**config.mk**
```make
export PLATFORM = sky130hd
export DESIGN_NAME = signed_int_to_decimal_ascii_top
export DESIGN_NICKNAME = d
export VERILOG_FILES = /design/src/hw/rtl/sida_pkg.sv /design/src/hw/rtl/signed_int_to_decimal_ascii_top.sv /design/src/hw/rtl/sida_divstep.sv
export VERILOG_INCLUDE_DIRS = /design/src /design/src/hw/rtl
export SDC_FILE = /design/constraint.sdc
export NUM_CORES = 1
export LEC_CHECK = 0
export ABC_AREA = 0
export BUFFER_PORTS_ARGS = -buffer_cell sky130_fd_sc_hd__buf_2
export CELL_PAD_IN_SITES_DETAIL_PLACEMENT = 0
export CELL_PAD_IN_SITES_GLOBAL_PLACEMENT = 1
export CORE_UTILIZATION = 47
export CTS_CLUSTER_SIZE = 16
export DETAILED_ROUTE_END_ITERATION = 10
export GPL_TIMING_DRIVEN = 0
export PLACE_DENSITY = 0.73
export SLEW_MARGIN = 25
export SYNTH_ARGS = -nofsm -noshare
export SYNTH_HDL_FRONTEND = slang
export SYNTH_SLANG_ARGS = --single-unit
```
**constraint.sdc**
```tcl
create_clock -name clk -period 5.3 [get_ports clk]
set_input_delay 0.795 -clock clk [delete_from_list [all_inputs] [get_ports clk]]
set_output_delay 0.795 -clock clk [all_outputs]
set_load 0.05 [all_outputs]
```
**src/hw/rtl/signed_int_to_decimal_ascii_top_assert.svh**
```systemverilog
// Assertion macros for the signed integer to decimal ASCII block
`ifndef SIGNED_INT_TO_DECIMAL_ASCII_TOP_ASSERT_SVH
`define SIGNED_INT_TO_DECIMAL_ASCII_TOP_ASSERT_SVH
// implication checked on every rising clock edge outside reset
`define SIDA_ASSERT_IMP(lbl, clk, rst_n, a, c) \
	lbl: assert property (@(posedge clk) disable iff (!rst_n) (a) |-> (c)) \
		else $error("assertion failed");
// next-cycle implication
`define SIDA_ASSERT_NXT(lbl, clk, rst_n, a, c) \
	lbl: assert property (@(posedge clk) disable iff (!rst_n) (a) |=> (c)) \
		else $error("assertion failed");
`endif

```
**src/hw/rtl/sida_pkg.sv**
```systemverilog
// Package: shared constants for the decimal ASCII converter
`default_nettype none
package sida_pkg;
	localparam logic [5:0] CH_ZERO  = 6'd48;
	localparam logic [5:0] CH_MINUS = 6'd45;
	localparam logic [3:0] RADIX    = 4'd10;
endpackage
`default_nettype wire

```
**src/hw/rtl/signed_int_to_decimal_ascii_top.sv**
```systemverilog
// Top level: signed integer to decimal ASCII character stream
// Usage:
//   Input channel value/value_valid/value_ready carries one signed integer
//   per transfer; only the low VALUE_BITS bits count, bit VALUE_BITS-1 is sign.
//   Output channel character/last/out_valid/out_ready carries one ASCII
//   character per transfer, most significant digit first, last on the
//   final one; a negative number is preceded by '-'.
//   An input register forms sign and magnitude, then one pipeline stage per
//   decimal digit (ND, 10 at 32 bits) extracts a digit by compare and subtract.
//   A character register streams the text out one character per cycle while
//   out_ready is high. Throughput: one input per cycle while the pipeline has
//   room; the output streams L characters per item (at most 11 at 32 bits).
//   The pipeline holds ND+1 items plus the one being streamed.
//   Reset clears all valid bits; no item is in flight afterwards.
//   A receiver stall holds the current character and backs up the pipeline
//   stage by stage until value_ready drops; nothing is lost.
`default_nettype none
`include "signed_int_to_decimal_ascii_top_assert.svh"
module signed_int_to_decimal_ascii_top #(
	parameter int VALUE_BITS = 32
) (
	input  wire logic        clk,
	input  wire logic        arst_n,
	input  wire logic [31:0] value,
	input  wire logic        value_valid,
	output logic             value_ready,
	output logic [5:0]       character,
	output logic             last,
	output logic             out_valid,
	input  wire logic        out_ready
);
	import sida_pkg::*;

	function automatic int digits_of(input int w);
		logic [63:0] m;
		logic [63:0] p;
		int          n;
		m = 64'd1 << (w - 1);
		p = 64'd1;
		n = 1;
		while (p * 64'(RADIX) <= m) begin
			p = p * 64'(RADIX);
			n++;
		end
		return n;
	endfunction

	localparam int W  = VALUE_BITS;
	localparam int ND = digits_of(W);
	localparam int NW = $clog2(ND + 1);
	localparam int IW = $clog2(ND);

	logic               vld_s1;
	logic               neg_s1;
	logic [W-1:0]       mag_s1;
	logic [W-1:0]       raw;
	logic [63:0]        ext;
	logic               stg_valid [ND+1];
	logic               stg_ready [ND+1];
	logic               stg_neg   [ND+1];
	logic [W-1:0]       stg_mag   [ND+1];
	logic [ND-1:0][3:0] stg_dig   [ND+1];
	logic [NW-1:0]      stg_nsig  [ND+1];
	logic               sign_pend_q;
	logic [IW-1:0]      idx_q;
	logic [ND-1:0][3:0] dig_q;

	assign ext = {32'd0, value};
	assign raw = ext[W-1:0];
	assign value_ready = !vld_s1 || stg_ready[0];

	always_ff @(posedge clk or negedge arst_n) begin
		if (!arst_n) begin
			vld_s1 <= 1'b0;
		end else if (value_ready) begin
			vld_s1 <= value_valid;
		end
	end

	always_ff @(posedge clk) begin
		if (value_valid && value_ready) begin
			neg_s1 <= raw[W-1];
			mag_s1 <= raw[W-1] ? (~raw + W'(1)) : raw;
		end
	end

	assign stg_valid[0]  = vld_s1;
	assign stg_neg[0]    = neg_s1;
	assign stg_mag[0]    = mag_s1;
	assign stg_dig[0]    = '0;
	assign stg_nsig[0]   = '0;
	assign stg_ready[ND] = !out_valid;

	for (genvar j = 0; j < ND; j++) begin : g_digit
		sida_divstep #(.W(W), .ND(ND), .NW(NW), .K(ND - 1 - j)) u_digit (
			.clk(clk), .arst_n(arst_n),
			.in_valid(stg_valid[j]), .in_ready(stg_ready[j]),
			.in_neg(stg_neg[j]), .in_mag(stg_mag[j]),
			.in_dig(stg_dig[j]), .in_nsig(stg_nsig[j]),
			.out_valid(stg_valid[j+1]), .out_ready(stg_ready[j+1]),
			.out_neg(stg_neg[j+1]), .out_mag(stg_mag[j+1]),
			.out_dig(stg_dig[j+1]), .out_nsig(stg_nsig[j+1])
		);
	end

	always_ff @(posedge clk or negedge arst_n) begin
		if (!arst_n) begin
			out_valid   <= 1'b0;
			sign_pend_q <= 1'b0;
			idx_q       <= '0;
		end else if (!out_valid) begin
			if (stg_valid[ND]) begin
				out_valid   <= 1'b1;
				sign_pend_q <= stg_neg[ND];
				idx_q       <= (stg_nsig[ND] == '0) ? '0 : IW'(stg_nsig[ND] - 1'b1);
			end
		end else if (out_ready) begin
			if (sign_pend_q) begin
				sign_pend_q <= 1'b0;
			end else if (idx_q == '0) begin
				out_valid <= 1'b0;
			end else begin
				idx_q <= idx_q - 1'b1;
			end
		end
	end

	always_ff @(posedge clk) begin
		if (!out_valid && stg_valid[ND])
			dig_q <= stg_dig[ND];
	end

	assign character = sign_pend_q ? CH_MINUS : (CH_ZERO + {2'b00, dig_q[idx_q]});
	assign last = !sign_pend_q && (idx_q == '0);

	`SIDA_ASSERT_NXT(a_out_hold, clk, arst_n, out_valid && !out_ready, out_valid && $stable(character))
	`SIDA_ASSERT_NXT(a_last_ends, clk, arst_n, out_valid && out_ready && last, !out_valid)
	`SIDA_ASSERT_IMP(a_digit_range, clk, arst_n, out_valid && !sign_pend_q, dig_q[idx_q] <= 4'd9)
	`SIDA_ASSERT_IMP(a_sign_not_last, clk, arst_n, out_valid && sign_pend_q, !last)
endmodule
`default_nettype wire

```
**src/hw/rtl/sida_divstep.sv**
```systemverilog
// One decimal digit stage of the conversion pipeline: digit K by compare and subtract
`default_nettype none
module sida_divstep #(
	parameter int W  = 32,
	parameter int ND = 10,
	parameter int NW = 4,
	parameter int K  = 0
) (
	input  wire logic               clk,
	input  wire logic               arst_n,
	input  wire logic               in_valid,
	output logic                    in_ready,
	input  wire logic               in_neg,
	input  wire logic [W-1:0]       in_mag,
	input  wire logic [ND-1:0][3:0] in_dig,
	input  wire logic [NW-1:0]      in_nsig,
	output logic                    out_valid,
	input  wire logic               out_ready,
	output logic                    out_neg,
	output logic [W-1:0]            out_mag,
	output logic [ND-1:0][3:0]      out_dig,
	output logic [NW-1:0]           out_nsig
);
	import sida_pkg::*;
	localparam int PW = W + 4;

	function automatic logic [PW-1:0] pow10(input int k);
		logic [PW-1:0] p;
		p = PW'(1);
		for (int i = 0; i < k; i++)
			p = p * PW'(RADIX);
		return p;
	endfunction

	localparam logic [PW-1:0] STEP = pow10(K);

	logic [PW-1:0]      ext;
	logic [PW-1:0]      sub;
	logic [PW-1:0]      rest;
	logic [3:0]         d;
	logic [ND-1:0][3:0] dig_n;
	logic [NW-1:0]      nsig_n;

	assign ext      = {4'd0, in_mag};
	assign rest     = ext - sub;
	assign in_ready = !out_valid || out_ready;

	always_comb begin
		d   = 4'd0;
		sub = '0;
		for (int i = 1; i < int'(RADIX); i++) begin
			if (ext >= PW'(i) * STEP) begin
				d   = 4'(i);
				sub = PW'(i) * STEP;
			end
		end
	end

	always_comb begin
		dig_n    = in_dig;
		dig_n[K] = d;
		nsig_n   = in_nsig;
		if (in_nsig == '0 && d != 4'd0)
			nsig_n = NW'(K + 1);
	end

	always_ff @(posedge clk or negedge arst_n) begin
		if (!arst_n) begin
			out_valid <= 1'b0;
		end else if (in_ready) begin
			out_valid <= in_valid;
		end
	end

	always_ff @(posedge clk) begin
		if (in_valid && in_ready) begin
			out_neg  <= in_neg;
			out_mag  <= rest[W-1:0];
			out_dig  <= dig_n;
			out_nsig <= nsig_n;
		end
	end
endmodule
`default_nettype wire

```
After elaboration in Yosys (flattened, before gate mapping)
Cells that the tools add are included.

storage, ports and cells
  register bits after elaboration = 648
  output and inout port bits = 9
  word-level logic and storage cells = 479

operators by class
  add/sub/neg operators = 13
  reductions and logical operators = 70
  $lt $le $gt $ge = 91
  multiplexer cells = 190
  eq/ne operators = 3
  bitwise logic cells = 1

operators with widths
  cell                                                                  number
  two-way mux 32 bit                                                    63
  subtractor 32 bit                                                     9
  greater-or-equal comparator 32 x 10 -> 1 bit (second input constant)  5
  greater-or-equal comparator 32 x 20 -> 1 bit (second input constant)  5
  greater-or-equal comparator 32 x 30 -> 1 bit (second input constant)  5
  greater-or-equal comparator 32 x 33 -> 1 bit (second input constant)  4
  greater-or-equal comparator 32 x 13 -> 1 bit (second input constant)  4
  greater-or-equal comparator 32 x 17 -> 1 bit (second input constant)  4
  greater-or-equal comparator 32 x 23 -> 1 bit (second input constant)  4
  greater-or-equal comparator 32 x 27 -> 1 bit (second input constant)  4
  greater-or-equal comparator 32 x 3 -> 1 bit (second input constant)   4
  greater-or-equal comparator 32 x 7 -> 1 bit (second input constant)   4
  two-way mux 3 bit                                                     40
  two-way mux 4 bit                                                     29
  greater-or-equal comparator 32 x 16 -> 1 bit (second input constant)  3
  greater-or-equal comparator 32 x 19 -> 1 bit (second input constant)  3
  greater-or-equal comparator 32 x 26 -> 1 bit (second input constant)  3
  greater-or-equal comparator 32 x 29 -> 1 bit (second input constant)  3
  greater-or-equal comparator 32 x 4 -> 1 bit (second input constant)   3
  greater-or-equal comparator 32 x 6 -> 1 bit (second input constant)   3
  greater-or-equal comparator 32 x 9 -> 1 bit (second input constant)   3
  greater-or-equal comparator 32 x 12 -> 1 bit (second input constant)  2
  greater-or-equal comparator 32 x 14 -> 1 bit (second input constant)  2
  greater-or-equal comparator 32 x 15 -> 1 bit (second input constant)  2
  50 further kinds                                                      157

Longest topological paths before layout
  depth in word-level cells = 13
  gate-level depth with buffers = 23
  gate-level depth less buffers = 21

Cells and area by module
A second synthesis with hierarchy kept.

second synthesis, totals
  cells, all modules = 3290
  area total of the unflattened synthesis = 42240.5 µm²

modules (own cells, without submodules)
  module                             cells each  instances  sequential area each (µm²)  area each (µm²)
  sida_divstep (g_digit[2].u_digit)  402         1          2337.2                      4473.0
  sida_divstep (g_digit[1].u_digit)  379         1          2337.2                      4372.9
  sida_divstep (g_digit[3].u_digit)  350         1          2337.2                      4150.2
  sida_divstep (g_digit[0].u_digit)  304         1          2307.2                      3902.5
  sida_divstep (g_digit[4].u_digit)  307         1          2337.2                      3898.7
  sida_divstep (g_digit[6].u_digit)  286         1          2337.2                      3782.4
  sida_divstep (g_digit[5].u_digit)  298         1          2337.2                      3753.6
  signed_int_to_decimal_ascii_top    258         1          2367.3                      3696.0
  sida_divstep (g_digit[7].u_digit)  252         1          2337.2                      3547.2
  sida_divstep (g_digit[8].u_digit)  257         1          2337.2                      3528.4
  sida_divstep (g_digit[9].u_digit)  197         1          2337.2                      3135.5

Least setup slack after synthesis
OpenSTA, ideal clock, no wires.

  kind = register to register
  start point = reg g_digit[5].u_digit.out_mag[16]
  end point = reg g_digit[6].u_digit.out_mag[29], data pin
  slack = -392 ps
  cell stages (with the launch flop) = 24
  period minus slack after synthesis = 5692 ps
  arrival = 5421 ps
  path through = edfxtp_1 or3_4 or3_4 or4_4 buf_6 or4_4 or2_1 buf_6 nor3_4 nand2_2 a221oi_2 nor2b_1 ha_1 inv_1 fa_1 a21o_1 a21oi_1 o21bai_1 a21oi_1 o21ai_0 a211oi_1 nor2_1 nor4_1 xor2_1

on the way
  word-level cells in the longest chain between the ends = 11

ends and longest elaborated chain
  what                                          line                text
  start, declared                               sida_divstep.sv:20  output logic [W-1:0] out_mag,
  start signal, assigned                        sida_divstep.sv:78  out_mag <= rest[W-1:0];
  greater-or-equal comparator 32 x 10 -> 1 bit  sida_divstep.sv:52  if (ext >= PW'(i) * STEP) begin
  two-way mux 10 bit                            sida_divstep.sv:52
  two-way mux 11 bit                            sida_divstep.sv:52
  two-way mux 32 bit (7 in series)              sida_divstep.sv:52
  subtractor 32 bit (*)                         sida_divstep.sv:45  assign rest = ext - sub;
  named net g_digit[6].u_digit.rest[29]         sida_divstep.sv:39  logic [PW-1:0] rest;
  end signal, assigned                          sida_divstep.sv:78
  end, declared                                 sida_divstep.sv:20

The timed path passes the listed nets; every way through them passes the cells marked *.
A chain may end at the register's enable or synchronous reset.

Worst setup path after layout
  start point = reg g_digit[5].u_digit.out_mag[18]
  end point = reg g_digit[6].u_digit.out_mag[19], data pin

Same word-level chain as after synthesis.

==> results_dict.tcl <==
set metrics [dict create \
    first_pass_detailed_route_iteration_total 7 \
    worst_r2r_path_depth 23 \
    synthAdderAreaFrac_pct 5.71 \
    placedCellCount 3772 \
    synthesized_area_fraction_occupied_by_and_or_nand_nor_cells_pct 13.9 \
    worst_setup_hold_path_clk_slew_ns 0.06 \
    max-slew-margin-rel_pct 30.9 \
    wl_per_cell_um 19.0 \
    final_cells 4002 \
    end_kind "register" \
    crit_arrival_ns 5.89 \
    htree_levels 3 \
    p_leak_uw 0.0135 \
    crit_chain "or3_4 > or3_4 > or4_4 > or4_4 > or2_1 > buf_6 > nor3_4 > nand2_2 > a221oi_4 > nor2b_4 > ha_4 > inv_2 > fa_2 > a21o_1 > a21oi_2 > o21bai_1 > a21oi_2 > o21ai_2 > a211oi_4 > buf_4 > nor2_4 > nor3_2 > xor2_1" \
    die-height_um 267 \
    violations "negative setup slack" \
    critical_path.endpoint "g_digit[6].u_digit.out_mag[19]$_DFFE_PP_" \
    synthCells 2786 \
    grt_pass1_vias 22300 \
    cts_tree "built" \
    hold_viol 0 \
    synth.lib_cells_used.distinct 86 \
    critPathSlowestCell "sky130_fd_sc_hd__or4_4" \
    clock_sinks 632 \
    holdWs_ns 0.140 \
    worst-r2r-setup-slack_ns -0.24 \
    final_antenna_net_count 0 \
    io_buffer_count 43 \
    synthesis.area_per_instance_um2 11.8 \
    grt_start_max_net_pins 56 \
    timing.hold.worst.class "in -> async" \
    n_fill_cell 5796 \
    cap_viol_max_count 0 \
    synth_area_in_compound_gates_pct 13.4 \
    setup_repair_after_global_routing_missed_its_margin "yes" \
    synth_edf_count 615 \
    endpoint_required_time_on_the_critical_path_ns 5.65 \
    finalPower_uw 21700 \
    ctsHoldBuffers 0 \
    diodes 0 \
    main_combinational_cell_family_by_area_after_synthesis "simple AND/OR/NAND/NOR gates" \
    final-setup-viol-count 18 \
    initial_antenna_violation_count 1 \
    track_usage_pct 21.3 \
    max_freq_ghz 0.180 \
    num-nets-final 3194 \
    vias 22600 \
    layout_cell_share_with_drive_strength_beyond_1_pct 16.3 \
    gp_congestion 0.872 \
    core_mm2 0.0689 \
    totalNegativeSetupSlack_ns -3.02 \
    worst_slack_ns -0.242 \
    cts-buffers-inserted 71 \
    cts-root-buf "sky130_fd_sc_hd__clkbuf_16" \
    synthArstFlopShare_pct 2.69 \
    drt_iter0_markers 1572 \
    drt-vias-per-instance 5.65 \
    setup.worst_path.class "reg -> reg" \
    largest_fanout_on_the_critical_path 5 \
    detailed_place_hpwl_um 55400 \
    peak_vdd_ir_uv 375 \
    area_share_of_the_leading_cell_type_in_the_synthesized_netlist_pct 56.2 \
    post_synth_main_area_contributors "sky130_fd_sc_hd__edfxtp_1 (56%), sky130_fd_sc_hd__ha_1 (5.1%), sky130_fd_sc_hd__xnor2_1 (3.9%)" \
    total_die_area_mm2 0.0710 \
    synth.largest_area_cell "sky130_fd_sc_hd__edfxtp_1" \
    synth-seq-cells 632 \
    placement.setup.worst_slack_ns -0.861 \
    postSynth.topFlopCell "sky130_fd_sc_hd__edfxtp_1" \
    synthToLayoutAreaGrowth_pct 18.1 \
    synthesis.nets 2965 \
    timing_worst_slew_pin_value_ns 1.02 \
    clock_path_buffers 3 \
    top_level_ports 45 \
    final-max-slew-violation-count 0 \
    r2r-end "g_digit[6].u_digit.out_mag[19]$_DFFE_PP_" \
    critPathMaxStageDelay_ns 0.55 \
    fin_worst_skew_ns 0.0180 \
    launch_point_of_the_critical_path "g_digit[5].u_digit.out_mag[18]$_DFFE_PP_" \
    drc 0 \
    period_share_pct 105 \
    grt_first_pass_wirelength_um 120000 \
    seq_area_frac_synth_pct 57.5 \
    initial_core_util_pct 47.7 \
    die_w_um 267 \
    placementRows 96 \
    fin_crit_ns 5.54 \
    worstReg2RegStart "g_digit[5].u_digit.out_mag[18]$_DFFE_PP_" \
    synth.cell_area_mm2 0.0329 \
    yosys.area_share.xor_xnor_pct 6.23 \
    yosysWarningCount 0 \
    startpoint_type "register" \
    pwr_density_cell_mw_per_mm2 558 \
    worstSkewPairLatency_ns 0.61 \
    grt_overflow 0 \
    status "finished with violations" \
    synth.area.mux_share_pct 0.803 \
    wirelength_um 76000 \
]
-- cell families after synthesis --
kind of cell	count (synthesis)
buffers and inverters	213
flip-flops	632
XOR/XNOR	234
other	1
AND/OR/NAND/NOR	883
AO/OA/AOI/OAI	662
multiplexers	16
adder cells (fa/ha/maj)	145
-- critical path, delay by kind of cell, from the launching register on --
kind            cells  cell delay (ns)
fa+ha+maj           2             0.49
compound gates      7             1.28
xor+xnor            1             0.08
buf+inv             3             0.35
flops               1             0.40
simple gates       10             2.67
-- repair_timing --
item,4_1_cts,5_1_grt
setup endpoints to repair,113,110
endpoints found under the hold margin,0,0
gates cloned,1,0
pin swaps,39,57
gates resized for setup,112,133
buffers inserted,61,50
-- sequential cells by signal (all words and copies together), names as in the netlist --
name,count
vld_s1,1
idx_q,4
g_digit.u_digit.out_dig,210
g_digit.u_digit.out_mag,288
neg_s1,1
out_valid,1
mag_s1,32
dig_q,39
g_digit.u_digit.out_neg,10
g_digit.u_digit.out_nsig,35
g_digit.u_digit.out_valid,10
sign_pend_q,1
-- how the worst min path moves through the flow --
stage	slack (ns)	from	to	depth (start not counted)
2_1_floorplan	0.40	g_digit[9].u_digit.out_dig[0]$_DFFE_PP_	dig_q[0]$_DFFE_PP_	0
3_3_place_gp	0.40	g_digit[8].u_digit.out_dig[15]$_DFFE_PP_	g_digit[9].u_digit.out_dig[15]$_DFFE_PP_	0
3_5_place_dp	0.40	g_digit[9].u_digit.out_dig[14]$_DFFE_PP_	dig_q[14]$_DFFE_PP_	0
4_1_cts	0.11	arst_n	out_valid$_DFF_PN0_	1
5_1_grt	0.14	arst_n	out_valid$_DFF_PN0_	1
6_report	0.14	arst_n	out_valid$_DFF_PN0_	1
-- report_power, final --
part | switching [µW] | total (µW) | internal (µW)
registers | 1120 | 8880 | 7760
logic | 4810 | 7920 | 3110
clock network | 1960 | 4890 | 2930
total | 7890 | 21700 | 13800
-- Yosys cell counts (14+ instances only) --
library cell and instances:
sky130_fd_sc_hd__edfxtp_1 615, sky130_fd_sc_hd__nor2_1 200, sky130_fd_sc_hd__nand2_1 184, sky130_fd_sc_hd__a21oi_1 152, sky130_fd_sc_hd__xnor2_1 145, sky130_fd_sc_hd__o21ai_0 144, sky130_fd_sc_hd__ha_1 134, sky130_fd_sc_hd__inv_1 112
sky130_fd_sc_hd__clkbuf_1 95, sky130_fd_sc_hd__xor2_1 89, sky130_fd_sc_hd__nor3_1 83, sky130_fd_sc_hd__nand2b_1 64, sky130_fd_sc_hd__nand3_1 58, sky130_fd_sc_hd__a21o_1 56, sky130_fd_sc_hd__nor4_1 49, sky130_fd_sc_hd__or4_1 38
sky130_fd_sc_hd__o21a_1 37, sky130_fd_sc_hd__or3_1 37, sky130_fd_sc_hd__nor2b_1 36, sky130_fd_sc_hd__o31ai_1 34, sky130_fd_sc_hd__o21bai_1 28, sky130_fd_sc_hd__a211oi_1 25, sky130_fd_sc_hd__a31oi_1 24, sky130_fd_sc_hd__and2_1 24
sky130_fd_sc_hd__or2_2 24, sky130_fd_sc_hd__a21boi_0 23, sky130_fd_sc_hd__nand4_1 20, sky130_fd_sc_hd__dfrtp_1 17, sky130_fd_sc_hd__o211ai_1 14
-- layout make-up --
type | instances | area, µm² | share of cell area (%)
timing repair buffer | 163 | 1360 | 3.49
clock inverter | 47 | 536 | 1.38
multi-input combinational | 1942 | 14300 | 36.8
sequential | 632 | 18900 | 48.6
buffer | 93 | 378 | 0.973
inverter | 112 | 420 | 1.08
tap | 931 | 1160 | 3.00
clock buffer | 82 | 1820 | 4.68
-- through the flow --
stage               cell area, µm²  util, %
floorplan                    32900        -
global placement             34300     49.8
detailed placement           34700     50.3
CTS                          38000     55.1
global route                 38800     56.3
finish                       38800     56.3
-- layer usage --
layer,track usage [%],share of wire (%),vias to the layer above
met5,0,0,-
met4,7.47,2.8,0
met1,27.2,43,11000
met2,37.2,50,502
li1,-,-,11000
met3,2.56,3.8,123
-- layout by cell type, fill, tap and decap left out, types with 13 or more instances in the layout --
cell / netlist / layout
sky130_fd_sc_hd__clkbuf_16: 0 / 71
sky130_fd_sc_hd__nand2_1: 184 / 183
sky130_fd_sc_hd__nor2_1: 200 / 189
sky130_fd_sc_hd__o21a_1: 37 / 37
sky130_fd_sc_hd__o211ai_1: 14 / 14
sky130_fd_sc_hd__inv_1: 112 / 109
sky130_fd_sc_hd__and2_1: 24 / 15
sky130_fd_sc_hd__nand4_1: 20 / 20
sky130_fd_sc_hd__edfxtp_1: 615 / 615
sky130_fd_sc_hd__a211oi_1: 25 / 21
sky130_fd_sc_hd__or2_2: 24 / 21
sky130_fd_sc_hd__and3_1: 13 / 13
sky130_fd_sc_hd__nor3_1: 83 / 70
sky130_fd_sc_hd__clkinv_1: 0 / 15
sky130_fd_sc_hd__xor2_1: 89 / 89
sky130_fd_sc_hd__or4_1: 38 / 25
sky130_fd_sc_hd__a21o_1: 56 / 54
sky130_fd_sc_hd__buf_2: 0 / 46
sky130_fd_sc_hd__o21bai_1: 28 / 27
sky130_fd_sc_hd__buf_4: 1 / 99
sky130_fd_sc_hd__nand2b_1: 64 / 61
sky130_fd_sc_hd__nor4_1: 49 / 34
sky130_fd_sc_hd__nor2b_1: 36 / 28
sky130_fd_sc_hd__a21oi_2: 2 / 15
sky130_fd_sc_hd__a31oi_1: 24 / 23
sky130_fd_sc_hd__ha_1: 134 / 130
sky130_fd_sc_hd__or4_4: 2 / 15
sky130_fd_sc_hd__nand3_1: 58 / 56
sky130_fd_sc_hd__o21ai_0: 144 / 126
sky130_fd_sc_hd__xnor2_1: 145 / 145
sky130_fd_sc_hd__clkbuf_1: 95 / 93
sky130_fd_sc_hd__o31ai_1: 34 / 29
sky130_fd_sc_hd__dfrtp_1: 17 / 17
sky130_fd_sc_hd__or3_1: 37 / 31
sky130_fd_sc_hd__a21oi_1: 152 / 137
(Power assumes the default switching activity.)
